## src/wmhp_pkg.sv

```systemverilog
// Types, constants and lookup functions of the 802.11 MAC header parser.
package wmhp_pkg;

  typedef logic [47:0] mac_t;
  typedef logic [5:0]  pos_t;
  typedef logic [6:0]  len_t;

  typedef enum logic [1:0] {
    FT_MGMT = 2'd0,
    FT_CTRL = 2'd1,
    FT_DATA = 2'd2,
    FT_EXT  = 2'd3
  } frame_type_t;

  // Byte positions within the header
  localparam pos_t POS_CTL_LO   = 6'd0;
  localparam pos_t POS_CTL_HI   = 6'd1;
  localparam pos_t POS_ADDR1    = 6'd4;
  localparam pos_t POS_ADDR2    = 6'd10;
  localparam pos_t POS_ADDR3    = 6'd16;
  localparam pos_t POS_SEQ_LO   = 6'd22;
  localparam pos_t POS_SEQ_HI   = 6'd23;
  localparam pos_t POS_ADDR4    = 6'd24;
  localparam pos_t POS_ADDR4_END = 6'd30;
  localparam pos_t COUNT_MAX    = 6'd63;

  // Header lengths
  localparam pos_t HDR_CTRL_SHORT = 6'd10;
  localparam pos_t HDR_CTRL_LONG  = 6'd16;
  localparam pos_t HDR_BASE       = 6'd24;
  localparam pos_t HDR_4ADDR      = 6'd30;
  localparam pos_t HDR_QOS_ADD    = 6'd2;
  localparam pos_t HDR_HTC_ADD    = 6'd4;
  localparam pos_t SNAP_LEN       = 6'd8;
  localparam len_t LEN_MIN        = 7'd2;

  // Subtype codes
  localparam logic [3:0] SUB_ASSOC_REQ    = 4'd0;
  localparam logic [3:0] SUB_ASSOC_RESP   = 4'd1;
  localparam logic [3:0] SUB_REASSOC_REQ  = 4'd2;
  localparam logic [3:0] SUB_REASSOC_RESP = 4'd3;
  localparam logic [3:0] SUB_PROBE_REQ    = 4'd4;
  localparam logic [3:0] SUB_PROBE_RESP   = 4'd5;
  localparam logic [3:0] SUB_BEACON       = 4'd8;
  localparam logic [3:0] SUB_CTS          = 4'd12;
  localparam logic [3:0] SUB_ACK          = 4'd13;

  // DS field codes, bit 0 to-DS, bit 1 from-DS
  localparam logic [1:0] DS_NONE = 2'd0;
  localparam logic [1:0] DS_TO   = 2'd1;
  localparam logic [1:0] DS_FROM = 2'd2;
  localparam logic [1:0] DS_WDS  = 2'd3;

  localparam logic [1:0] PROTO_VERSION = 2'd0;

  // Frame state seen by the decoder, already updated with the final byte
  typedef struct packed {
    logic [15:0]     ctl;
    logic [15:0]     seq;
    logic [3:0][47:0] addr;
    logic            snap;
    len_t            len;
  } frame_state_t;

  typedef struct packed {
    logic        ok;
    logic [1:0]  frame_type;
    logic [3:0]  subtype;
    logic [4:0]  flags;
    logic [5:0]  header_length;
    logic [5:0]  ie_offset;
    logic [11:0] sequence_res;
    mac_t        receiver;
    mac_t        transmitter;
    mac_t        destination;
    mac_t        source_addr;
    mac_t        bssid;
  } result_t;

  // LLC/SNAP header carrying EtherType 888E
  function automatic logic [7:0] snap_byte(input logic [2:0] idx);
    logic [7:0] b;
    case (idx)
      3'd0:    b = 8'haa;
      3'd1:    b = 8'haa;
      3'd2:    b = 8'h03;
      3'd6:    b = 8'h88;
      3'd7:    b = 8'h8e;
      default: b = 8'h00;
    endcase
    return b;
  endfunction

  function automatic pos_t data_hdr_len(input logic [15:0] ctl);
    pos_t hl;
    hl = (ctl[9:8] == DS_WDS) ? HDR_4ADDR : HDR_BASE;
    if (ctl[7]) begin
      hl = hl + HDR_QOS_ADD;
      if (ctl[15]) begin
        hl = hl + HDR_HTC_ADD;
      end
    end
    return hl;
  endfunction

  function automatic pos_t ie_start(input logic [3:0] sub);
    pos_t ie;
    case (sub)
      SUB_ASSOC_REQ:    ie = 6'd28;
      SUB_ASSOC_RESP:   ie = 6'd30;
      SUB_REASSOC_REQ:  ie = 6'd34;
      SUB_REASSOC_RESP: ie = 6'd30;
      SUB_PROBE_REQ:    ie = 6'd24;
      SUB_PROBE_RESP:   ie = 6'd36;
      SUB_BEACON:       ie = 6'd36;
      default:          ie = 6'd0;
    endcase
    return ie;
  endfunction

endpackage

```

## src/wmhp_decode.sv

```systemverilog
// Header decode: length checks, address routing and result masking.
module wmhp_decode import wmhp_pkg::*; (
  input  frame_state_t fs,
  output result_t      res
);

  logic [1:0] ftype;
  logic [3:0] sub;
  logic [1:0] ds;
  pos_t       hl;
  pos_t       ie;
  result_t    raw;

  assign ftype = fs.ctl[3:2];
  assign sub   = fs.ctl[7:4];
  assign ds    = fs.ctl[9:8];

  always_comb begin
    raw = '0;
    hl  = '0;
    ie  = '0;
    raw.frame_type = ftype;
    raw.subtype    = sub;
    raw.flags      = {1'b0, fs.ctl[14], fs.ctl[11], fs.ctl[9], fs.ctl[8]};
    if (fs.len >= LEN_MIN && fs.ctl[1:0] == PROTO_VERSION) begin
      if (ftype == FT_CTRL) begin
        if (fs.len >= 7'(HDR_CTRL_SHORT)) begin
          hl = (sub == SUB_CTS || sub == SUB_ACK) ? HDR_CTRL_SHORT : HDR_CTRL_LONG;
          if (fs.len >= 7'(hl)) begin
            raw.ok       = 1'b1;
            raw.receiver = fs.addr[0];
            if (hl == HDR_CTRL_LONG) begin
              raw.transmitter = fs.addr[1];
            end
          end
        end
      end else if (fs.len >= 7'(HDR_BASE)) begin
        raw.receiver     = fs.addr[0];
        raw.transmitter  = fs.addr[1];
        raw.sequence_res = fs.seq[15:4];
        hl = HDR_BASE;
        if (ftype == FT_MGMT) begin
          raw.destination = fs.addr[0];
          raw.source_addr = fs.addr[1];
          raw.bssid       = fs.addr[2];
          ie     = ie_start(sub);
          raw.ok = (7'(ie) <= fs.len);
        end else if (ftype == FT_EXT) begin
          raw.ok = 1'b1;
        end else begin
          raw.ok = 1'b1;
          case (ds)
            DS_WDS: begin
              if (fs.len < 7'(HDR_4ADDR)) begin
                raw.ok = 1'b0;
              end
              raw.destination = fs.addr[2];
              raw.source_addr = fs.addr[3];
            end
            DS_TO: begin
              raw.bssid       = fs.addr[0];
              raw.source_addr = fs.addr[1];
              raw.destination = fs.addr[2];
            end
            DS_FROM: begin
              raw.destination = fs.addr[0];
              raw.bssid       = fs.addr[1];
              raw.source_addr = fs.addr[2];
            end
            default: begin
              raw.destination = fs.addr[0];
              raw.source_addr = fs.addr[1];
              raw.bssid       = fs.addr[2];
            end
          endcase
          hl = data_hdr_len(fs.ctl);
          if (7'(hl) > fs.len) begin
            raw.ok = 1'b0;
          end
          if (raw.ok && !fs.ctl[14] && fs.len >= 7'(hl) + 7'(SNAP_LEN) && fs.snap) begin
            raw.flags[4] = 1'b1;
          end
        end
      end
    end
    raw.header_length = hl;
    raw.ie_offset     = ie;
  end

  // zero every field of a failed frame
  assign res = raw.ok ? raw : '0;

endmodule

```

## src/wlan_mac_header_parser.sv

```systemverilog
// Top level of the streaming 802.11 MAC header parser.
//
// The parser takes a received 802.11 frame one byte per transfer, first byte
// first, with last_byte marking the final byte, and returns exactly one result
// transfer per frame. It captures the little-endian frame control word,
// addresses 1 to 4 and the sequence control field as the bytes go by, and at
// the final byte decodes type, subtype and the DS, retry and protected bits,
// routes the addresses to destination, source and BSSID, works out the header
// length and the management IE offset, and runs every length check. For an
// unprotected data frame it also reports (flags bit 4) whether the eight bytes
// right after the header are the LLC/SNAP EAPOL marker. A failed frame gives
// ok low and every other field zero. Address bit 47..40 holds the first byte
// seen on the air. The byte counter stops at 63; bytes beyond the header only
// feed the EAPOL check. Rate: one byte is accepted every cycle; the result of
// a frame is in the result register in the cycle after its final byte and the
// next frame can start in that same cycle. The single result register sets
// the only wait: a final byte is held (byte_stall) while the previous
// frame's result is still stalled at the output; other bytes keep flowing.
module wlan_mac_header_parser import wmhp_pkg::*; (
  input  logic        clk,
  input  logic        rst,
  // byte channel
  input  logic        byte_valid,
  output logic        byte_stall,
  input  logic [7:0]  data_byte,
  input  logic        last_byte,
  // result channel
  output logic        result_valid,
  input  logic        result_stall,
  output logic        ok,
  output logic [1:0]  frame_type,
  output logic [3:0]  subtype,
  output logic [4:0]  flags,
  output logic [5:0]  header_length,
  output logic [5:0]  ie_offset,
  output logic [11:0] sequence_res,
  output logic [47:0] receiver,
  output logic [47:0] transmitter,
  output logic [47:0] destination,
  output logic [47:0] source_addr,
  output logic [47:0] bssid
);

  // frame capture state
  pos_t             byte_count;
  logic [15:0]      ctl;
  logic [15:0]      seq;
  logic [3:0][47:0] addr;
  logic             snap;

  logic [15:0]      ctl_next;
  logic [15:0]      seq_next;
  logic [3:0][47:0] addr_next;
  logic             snap_next;

  pos_t             dh;
  pos_t             snap_pos;
  logic             accept;
  logic             result_free;

  frame_state_t     fs;
  result_t          dec;
  result_t          result;

  // The result register is free when empty or being drained this cycle.
  assign result_free = !result_valid || !result_stall;
  // Hold only a final byte that has nowhere to put its result.
  assign byte_stall  = last_byte && !result_free;
  assign accept      = byte_valid && !byte_stall;

  // Capture the byte into the field its position selects.
  always_comb begin
    ctl_next  = ctl;
    seq_next  = seq;
    addr_next = addr;
    if (byte_count == POS_CTL_LO) begin
      ctl_next[7:0] = data_byte;
    end else if (byte_count == POS_CTL_HI) begin
      ctl_next[15:8] = data_byte;
    end else if (byte_count >= POS_ADDR1 && byte_count < POS_ADDR2) begin
      addr_next[0] = {addr[0][39:0], data_byte};
    end else if (byte_count >= POS_ADDR2 && byte_count < POS_ADDR3) begin
      addr_next[1] = {addr[1][39:0], data_byte};
    end else if (byte_count >= POS_ADDR3 && byte_count < POS_SEQ_LO) begin
      addr_next[2] = {addr[2][39:0], data_byte};
    end else if (byte_count == POS_SEQ_LO) begin
      seq_next[7:0] = data_byte;
    end else if (byte_count == POS_SEQ_HI) begin
      seq_next[15:8] = data_byte;
    end else if (byte_count >= POS_ADDR4 && byte_count < POS_ADDR4_END) begin
      addr_next[3] = {addr[3][39:0], data_byte};
    end
  end

  // EAPOL check: compare the eight bytes after the data header with the
  // LLC/SNAP marker. The frame control word is complete by then, and the
  // header is at least 24 bytes, so the partial word seen earlier never hits.
  assign dh       = data_hdr_len(ctl);
  assign snap_pos = byte_count - dh;

  always_comb begin
    snap_next = snap;
    if (byte_count >= POS_SEQ_LO - POS_SEQ_LO + 6'd2 && byte_count >= dh &&
        snap_pos < SNAP_LEN && data_byte != snap_byte(snap_pos[2:0])) begin
      snap_next = 1'b0;
    end
  end

  // The decoder sees the state with the final byte already folded in.
  assign fs.ctl  = ctl_next;
  assign fs.seq  = seq_next;
  assign fs.addr = addr_next;
  assign fs.snap = snap_next;
  assign fs.len  = 7'(byte_count) + 7'd1;

  wmhp_decode u_decode (
    .fs  (fs),
    .res (dec)
  );

  // Advance the capture state; return to the start after a final byte.
  always_ff @(posedge clk) begin
    if (rst) begin
      byte_count <= '0;
      ctl        <= '0;
      seq        <= '0;
      addr       <= '0;
      snap       <= 1'b1;
    end else if (accept) begin
      if (last_byte) begin
        byte_count <= '0;
        ctl        <= '0;
        seq        <= '0;
        addr       <= '0;
        snap       <= 1'b1;
      end else begin
        ctl  <= ctl_next;
        seq  <= seq_next;
        addr <= addr_next;
        snap <= snap_next;
        if (byte_count != COUNT_MAX) begin
          byte_count <= byte_count + 6'd1;
        end
      end
    end
  end

  // Result register: load at a final byte, drop once transferred.
  always_ff @(posedge clk) begin
    if (rst) begin
      result_valid <= 1'b0;
    end else if (accept && last_byte) begin
      result_valid <= 1'b1;
    end else if (!result_stall) begin
      result_valid <= 1'b0;
    end
  end

  always_ff @(posedge clk) begin
    if (accept && last_byte) begin
      result <= dec;
    end
  end

  assign ok            = result.ok;
  assign frame_type    = result.frame_type;
  assign subtype       = result.subtype;
  assign flags         = result.flags;
  assign header_length = result.header_length;
  assign ie_offset     = result.ie_offset;
  assign sequence_res  = result.sequence_res;
  assign receiver      = result.receiver;
  assign transmitter   = result.transmitter;
  assign destination   = result.destination;
  assign source_addr   = result.source_addr;
  assign bssid         = result.bssid;

endmodule

```

## config.mk

```make
export PLATFORM = sky130hd
export DESIGN_NAME = wlan_mac_header_parser
export DESIGN_NICKNAME = d
export VERILOG_FILES = /design/src/wmhp_pkg.sv /design/src/wmhp_decode.sv /design/src/wlan_mac_header_parser.sv
export SDC_FILE = /design/constraint.sdc
export NUM_CORES = 1
export LEC_CHECK = 0
export ABC_AREA = 1
export BUFFER_PORTS_ARGS = -buffer_cell sky130_fd_sc_hd__buf_4
export CAP_MARGIN = 15
export CELL_PAD_IN_SITES_DETAIL_PLACEMENT = 2
export CELL_PAD_IN_SITES_GLOBAL_PLACEMENT = 2
export CORE_ASPECT_RATIO = 0.75
export CORE_MARGIN = 1.5
export CORE_UTILIZATION = 31
export CTS_CLUSTER_SIZE = 16
export DETAILED_ROUTE_END_ITERATION = 6
export GPL_ROUTABILITY_DRIVEN = 0
export HOLD_SLACK_MARGIN = 0.15
export PLACE_DENSITY_LB_ADDON = 0.1
export SLEW_MARGIN = 20
export SYNTH_ARGS = -nofsm -noshare
export SYNTH_HDL_FRONTEND = slang
export SYNTH_SLANG_ARGS = --single-unit
```

## constraint.sdc

```tcl
create_clock -name clk -period 8.65 [get_ports clk]
set_input_delay 1.73 -clock clk [delete_from_list [all_inputs] [get_ports clk]]
set_output_delay 1.73 -clock clk [all_outputs]
set_load 0.1 [all_outputs]
```

Yosys cells after proc, flatten, opt, wreduce, memory -nomap -nowiden
Cells that the tools add are included.

cells by class
  $add $sub $neg = 8
  equality and inequality tests = 25
  mux-type cells = 93
  order comparisons = 19
  bitwise logic cells = 4
  reduce and logical (&&, ||, !) cells = 35

operators with widths
  kind                   number
  $mux W144              4
  $mux W192              3
  $mux W252              2
  $mux W48               8
  $mux W96               4
  $pmux W96 S3           1
  $mux W276              1
  $mux W6                25
  $pmux W48 S3           1
  $mux W16               7
  $mux W8                6
  $pmux W8 S4            1
  $pmux W6 S5            1
  $mux W1                25
  $eq A6 B5 Y1 const B   3
  $lt A6 B5 Y1 const B   3
  $logic_and A1 B1 Y1    14
  $add A6 B3 Y6 const B  2
  $eq A4 B4 Y1 const B   3
  $ge A6 B5 Y1 const B   2
  $lt A6 B4 Y1 const B   2
  $mux W12               1
  $eq A2 B2 Y1 const B   4
  $eq A4 B2 Y1 const B   2
  43 further kinds       59

word-level totals
  output and inout port bits = 278
  bits in registers = 501
  logic and storage cells = 206

Logic depth before layout (Yosys ltp)
  depth in word-level cells = 31
  depth in mapped cells = 26
  gate-level depth less buffers = 23

By module
A second synthesis with hierarchy kept.

second synthesis, totals
  cells, all modules = 3295
  area total of the unflattened synthesis = 25792.2 µm²

by module, submodules not included
  module                  cells each  seq. area each (µm²)  times used  area each (µm²)
  wlan_mac_header_parser  2124        12932.4               1           20007.9
  wmhp_decode             1171        0.0                   1           5784.3

Least setup slack after synthesis
OpenSTA, ideal clock, no wires.

  path type = input to register
  from = input result_stall
  to = register result (netlist bit bssid[0]), enable pin
  data arrival time = 7.967 ns
  setup slack = 0.060 ns
  setup time = 0.623 ns
  cell stages on the path = 7
  buffers on the path = 2
  path through = nand2_1 -> o21ai_0 -> inv_1 -> clkbuf_1 -> buf_1 -> nand2_1 -> inv_1

on the way
  word-level cells in the longest chain between the ends = 7

ends and longest elaborated chain
  element                 RTL line                       text
  start: declaration      wlan_mac_header_parser.sv:29   input logic result_stall,
  $logic_not A1 Y1        n/a
  $logic_or A1 B1 Y1      wlan_mac_header_parser.sv:66   assign result_free = !result_valid || !result_stall;
  $logic_not A1 Y1        wlan_mac_header_parser.sv:68   assign byte_stall = last_byte && !result_free;
  $logic_and A1 B1 Y1     wlan_mac_header_parser.sv:68
  $logic_not A1 Y1        wlan_mac_header_parser.sv:69   assign accept = byte_valid && !byte_stall;
  $logic_and A1 B1 Y1     wlan_mac_header_parser.sv:69
  $logic_and A1 B1 Y1     wlan_mac_header_parser.sv:160  if (accept && last_byte) begin
  end signal: assignment  wlan_mac_header_parser.sv:161  result <= dec;
  end: declaration        wlan_mac_header_parser.sv:63   result_t result;

No other way between the ends.
A chain may end at the register's enable or synchronous reset.

Worst setup path after layout
  from = register byte_count[0]
  to = register result (netlist bit bssid[15]) (data pin)

on the way
  word-level cells in the longest chain between the ends = 28
  elaborated cells between the ends (all ways) = 87

ends and longest elaborated chain
  element                     RTL line                           text
  start: declaration          wlan_mac_header_parser.sv:45       pos_t byte_count;
  start signal: assignment    wlan_mac_header_parser.sv:142      byte_count <= byte_count + 6'd1;
  $eq A6 B1 Y1                wlan_mac_header_parser.sv:78       end else if (byte_count == POS_CTL_HI) begin
  $mux W8                     wlan_mac_header_parser.sv:78
  $mux W8                     wlan_mac_header_parser.sv:76       if (byte_count == POS_CTL_LO) begin
  $eq A2 B2 Y1                wmhp_pkg.sv:96, wmhp_decode.sv:52
  $mux W3                     wmhp_pkg.sv:96                     hl = (ctl[9:8] == DS_WDS) ? HDR_4ADDR : HDR_BASE;
  $add A6 B2 Y6               wmhp_pkg.sv:98                     hl = hl + HDR_QOS_ADD;
  $add A6 B3 Y6               wmhp_pkg.sv:100                    hl = hl + HDR_HTC_ADD;
  $mux W6                     wmhp_pkg.sv:99                     if (ctl[15]) begin
  [12 not listed]             n/a
  $mux W1                     wmhp_decode.sv:25                  if (fs.len >= LEN_MIN && fs.ctl[1:0] == PROTO_VERSION) begin
  $mux W1                     wmhp_decode.sv:48                  end else if (ftype == FT_EXT) begin
  $mux W1                     wmhp_decode.sv:42                  if (ftype == FT_MGMT) begin
  $mux W1                     wmhp_decode.sv:37                  end else if (fs.len >= 7'(HDR_BASE)) begin
  $mux W1                     wmhp_decode.sv:26                  if (ftype == FT_CTRL) begin
  $mux W1                     wmhp_decode.sv:25
  $not A1 Y1 (no line)        n/a
  $reduce_or A4 Y1 (no line)  n/a

Parallel ways exist; a longest one is shown, timed or not. The select of a mux whose other input is x is not followed.

==> qor.csv <==
stage;metric;value;unit
final_layout;multi_input_area;10910;sq um
final_layout;n_antenna_cell;0;
hold_path;hold_path_class;register to register;
final_layout;finalNonFillerCells;4742;
power;p_leak;11.53;nW
final_layout;layout_commonest_cell;nand2_1;
setup_path;reg2reg_from;byte_count[0];
cts;cts_setup_buffers;0;
synth;synthCells;3432;
synth;avgSynthCellArea;7.607;sq um
drt;antenna_left;0;
power;pwr-share-clk;41.8;%
hold_path;hold-path-cell-count;2;
synth;synth_ff_type;edfxtp_1;
drt;wl_per_cell;24.29;um
setup_path;path_buf_inv;6;
setup_path;reg2reg_setup_slack;2710;ps
sta;setup_viol;0;
floorplanning;pin_count;291;
power;p_comb_share;14.4;%
cts;clk_path_buf_depth;3;
setup_path;cp.required;9120;ps
global_routing;grt_antenna_before_repair;2;
setup_path;worstSetupEndpointType;register;
final_layout;layout.nets;3622;
setup_path;critPathLaunchType;register;
setup_path;cp.depth;21;
final_layout;syn2layout_area_growth;18.29;%
cts;numCtsBuffers;56;
synth;ys_async_sr_fraction;0;%
drt;dr.first_iter.drc_count;1607;
setup_path;r2r-end;bssid[15];
sta;rsz0062_at_grt;false;
sta;period_share;68.68;%
floorplanning;coreArea;82780;sq um
sta;fin_tns_setup;0;ps
power;p_per_area;190.0;nW/um^2
setup_path;critPathLaunch;byte_count[0];
run_status;status;finished, final reports clean;
power;intPower;0.004049;W
power;switching_share;30.98;%
sta;maxSlewViolCount;0;
global_routing;first_global_vias;26260;
synth;ys_seq_elements;498;
sta;fin_crit;5941;ps
placed_design;dp.cells;4638;
drt;dr.pass1.iters;7;
power;seqPwrFrac;43.8;%
drt;drc;0;
setup_path;rr_worst_depth;21;
sta;max_slew_margin;20.77;%
synth;yosys_warnings;0;
drt;vias_per_cell;5.210;
global_routing;grt_use_total;26.46;%
final_layout;drive_above_1_share;13.60;%
setup_path;cpMostUsedCell;nand2_1;
synth;syn_area;26110;sq um
cts;cts-resized-gates;0;
drt;dr_total_vias;24710;
final_layout;final-seq-area;12700;sq um
setup_path;setup.worst_path.class;register to register;
final_layout;layout_common_cells;nand2_1 (817), nor2_1 (463), inv_1 (391);
placed_design;port_buffers;288;
final_layout;nFillCells;9541;
cts;root_buffer;clkbuf_16;
floorplanning;num_rows;91;
power;power;0.005867;W
setup_path;crit_chain;inv_1 > ha_1 > nand3_4 > nand2_1 > o21ai_2 > clkinv_1 > nand3_2 > buf_4 > inv_2 > ha_1 > nand2_1 > nand2_1 > o21a_1 > o21ai_0 > nand2_1 > buf_4 > nand3_1 > nand2_2 > nand3_4 > buf_4 > nor2_1;
setup_path;cp_slowest_cell;dfxtp_1;
global_routing;overflow;0;
power;peakVddDrop;0.1283;mV
synth;yosysSeqAreaShare;48.66;%
setup_path;max_stage_delay;640;ps
cts;clock_latency;670;ps
synth;ys_types;46;
sta;clock_skew;41.35;ps
cts;clkTransAtPathRegs;70;ps
global_routing;grt_max_degree;171;
synth;synth_edf_count;273;
setup_path;path_delay_family;buffers and inverters;
cts;cts-htree-levels;2;
sta;worst_pin_slew;1176;ps
cts;cts_hold_buf;0;
floorplanning;initial_core_util;31.54;%
cts;cts_tree;built;
sta;max_freq;168.3;MHz
global_routing;grt_pass1_wl;170800;um
floorplanning;die_h;254.3;um
sta;finalHoldViolations;0;
setup_path;endpoint;bssid[15];
floorplanning;die-width;338.1;um
placed_design;hpwl;80990;um
setup_path;crit_fanout;60;
setup_path;arrival;6410;ps
cts;clock-sinks;498;
power;p_switching;0.001818;W
floorplanning;die_area;85980;sq um
flow_run;drv_cap;0;
drt;wirelength;115200;um
[worst min-delay path by stage]
stage,end,start
final,addr[113],addr[113]
after global routing,addr[113],addr[113]
after CTS,addr[113],addr[113]
after detailed placement,addr[113],addr[113]
after global placement,addr[89],addr[89]
after floorplan,ctl[4],ctl[4]
[cell families (layout without fill, tap and decap cells)]
| logic type | Yosys count | in the layout | share of synthesized area (%) |
|---|---|---|---|
| AND/OR/NAND/NOR | 1492 | 1492 | 23.04 |
| AO/OA/AOI/OAI | 765 | 765 | 16.92 |
| buffers and inverters | 645 | 838 | 9.897 |
| flip-flops | 498 | 498 | 48.66 |
| adder cells (fa/ha/maj) | 29 | 29 | 1.419 |
| other | 2 | 3 | 0.02877 |
| XOR/XNOR | 1 | 1 | 0.03356 |
[worst reg2reg max path, stage by stage (launching register included)]
cell,delay (ps)
dfxtp_1,640
inv_1,240
ha_1,320
nand3_4,200
nand2_1,100
o21ai_2,120
clkinv_1,290
nand3_2,130
buf_4,480
inv_2,130
ha_1,300
nand2_1,60
nand2_1,110
o21a_1,120
o21ai_0,70
nand2_1,70
buf_4,470
nand3_1,190
nand2_2,180
nand3_4,610
buf_4,670
nor2_1,270
[state kept, by name, summed over array words and instances (netlist names), 6 cells and up]
signal	count
addr	192
receiver	48
transmitter	48
source_addr	48
seq	12
byte_count	6
ctl	13
destination	48
sequence_res	12
bssid	48
[cells in the mapped netlist (33+ instances only)]
cell	number	area, sq um
buf_2	37	185.2
nand2_1	821	3082
nand3_1	126	630.6
inv_1	393	1475
edfxtp_1	273	8198
o21ai_0	236	1181
o211ai_1	140	1051
o21a_1	53	397.9
clkbuf_1	157	589.3
nor2_1	467	1753
or2_2	40	250.2
dfxtp_1	225	4504
a21oi_1	252	1261
o21ai_1	33	165.2
[power by group through the flow]
stage               clock, W  sequential [W]  combinational, W
detailed placement         0         0.00262          0.000844
global placement           0         0.00262          0.000828
finish               0.00245         0.00257          0.000842
floorplan                  0         0.00302          0.000225
global route         0.00259         0.00257          0.000873
CTS                  0.00250         0.00257          0.000845
[per-stage QoR]
step | area, sq um | setup WS [ps] | hold WS [ps] | util [%]
final | 30880 | 2709 | 469.7 | 37.31
after global routing | 30880 | 2263 | 485.9 | 37.31
after CTS | 30880 | 2721 | 469.8 | 37.31
after detailed placement | 29090 | 2174 | 460.1 | 35.15
after global placement | 29060 | 2394 | 450.5 | 35.11
after floorplan | 26110 | 59.59 | 440.6 | -
[layout make-up]
cell class / count / area share [%]
clock buffers: 76 / 4.813
clock inverters: 28 / 0.9845
inverters: 403 / 4.923
multi-input cells: 2290 / 35.34
flip-flops and latches: 498 / 41.13
well taps: 1116 / 4.522
repair buffers: 331 / 8.285
[layer usage]
layer	wire, um	GRT usage (%)	share of wire, %	up-vias
met3	3910	2.494	3.4	159
met4	3829	8.905	3.3	0
met1	51390	34.89	45	12560
met2	56050	45.40	49	499
met5	0	0	0	-
li1	-	-	-	11490
(Power assumes the default switching activity.)
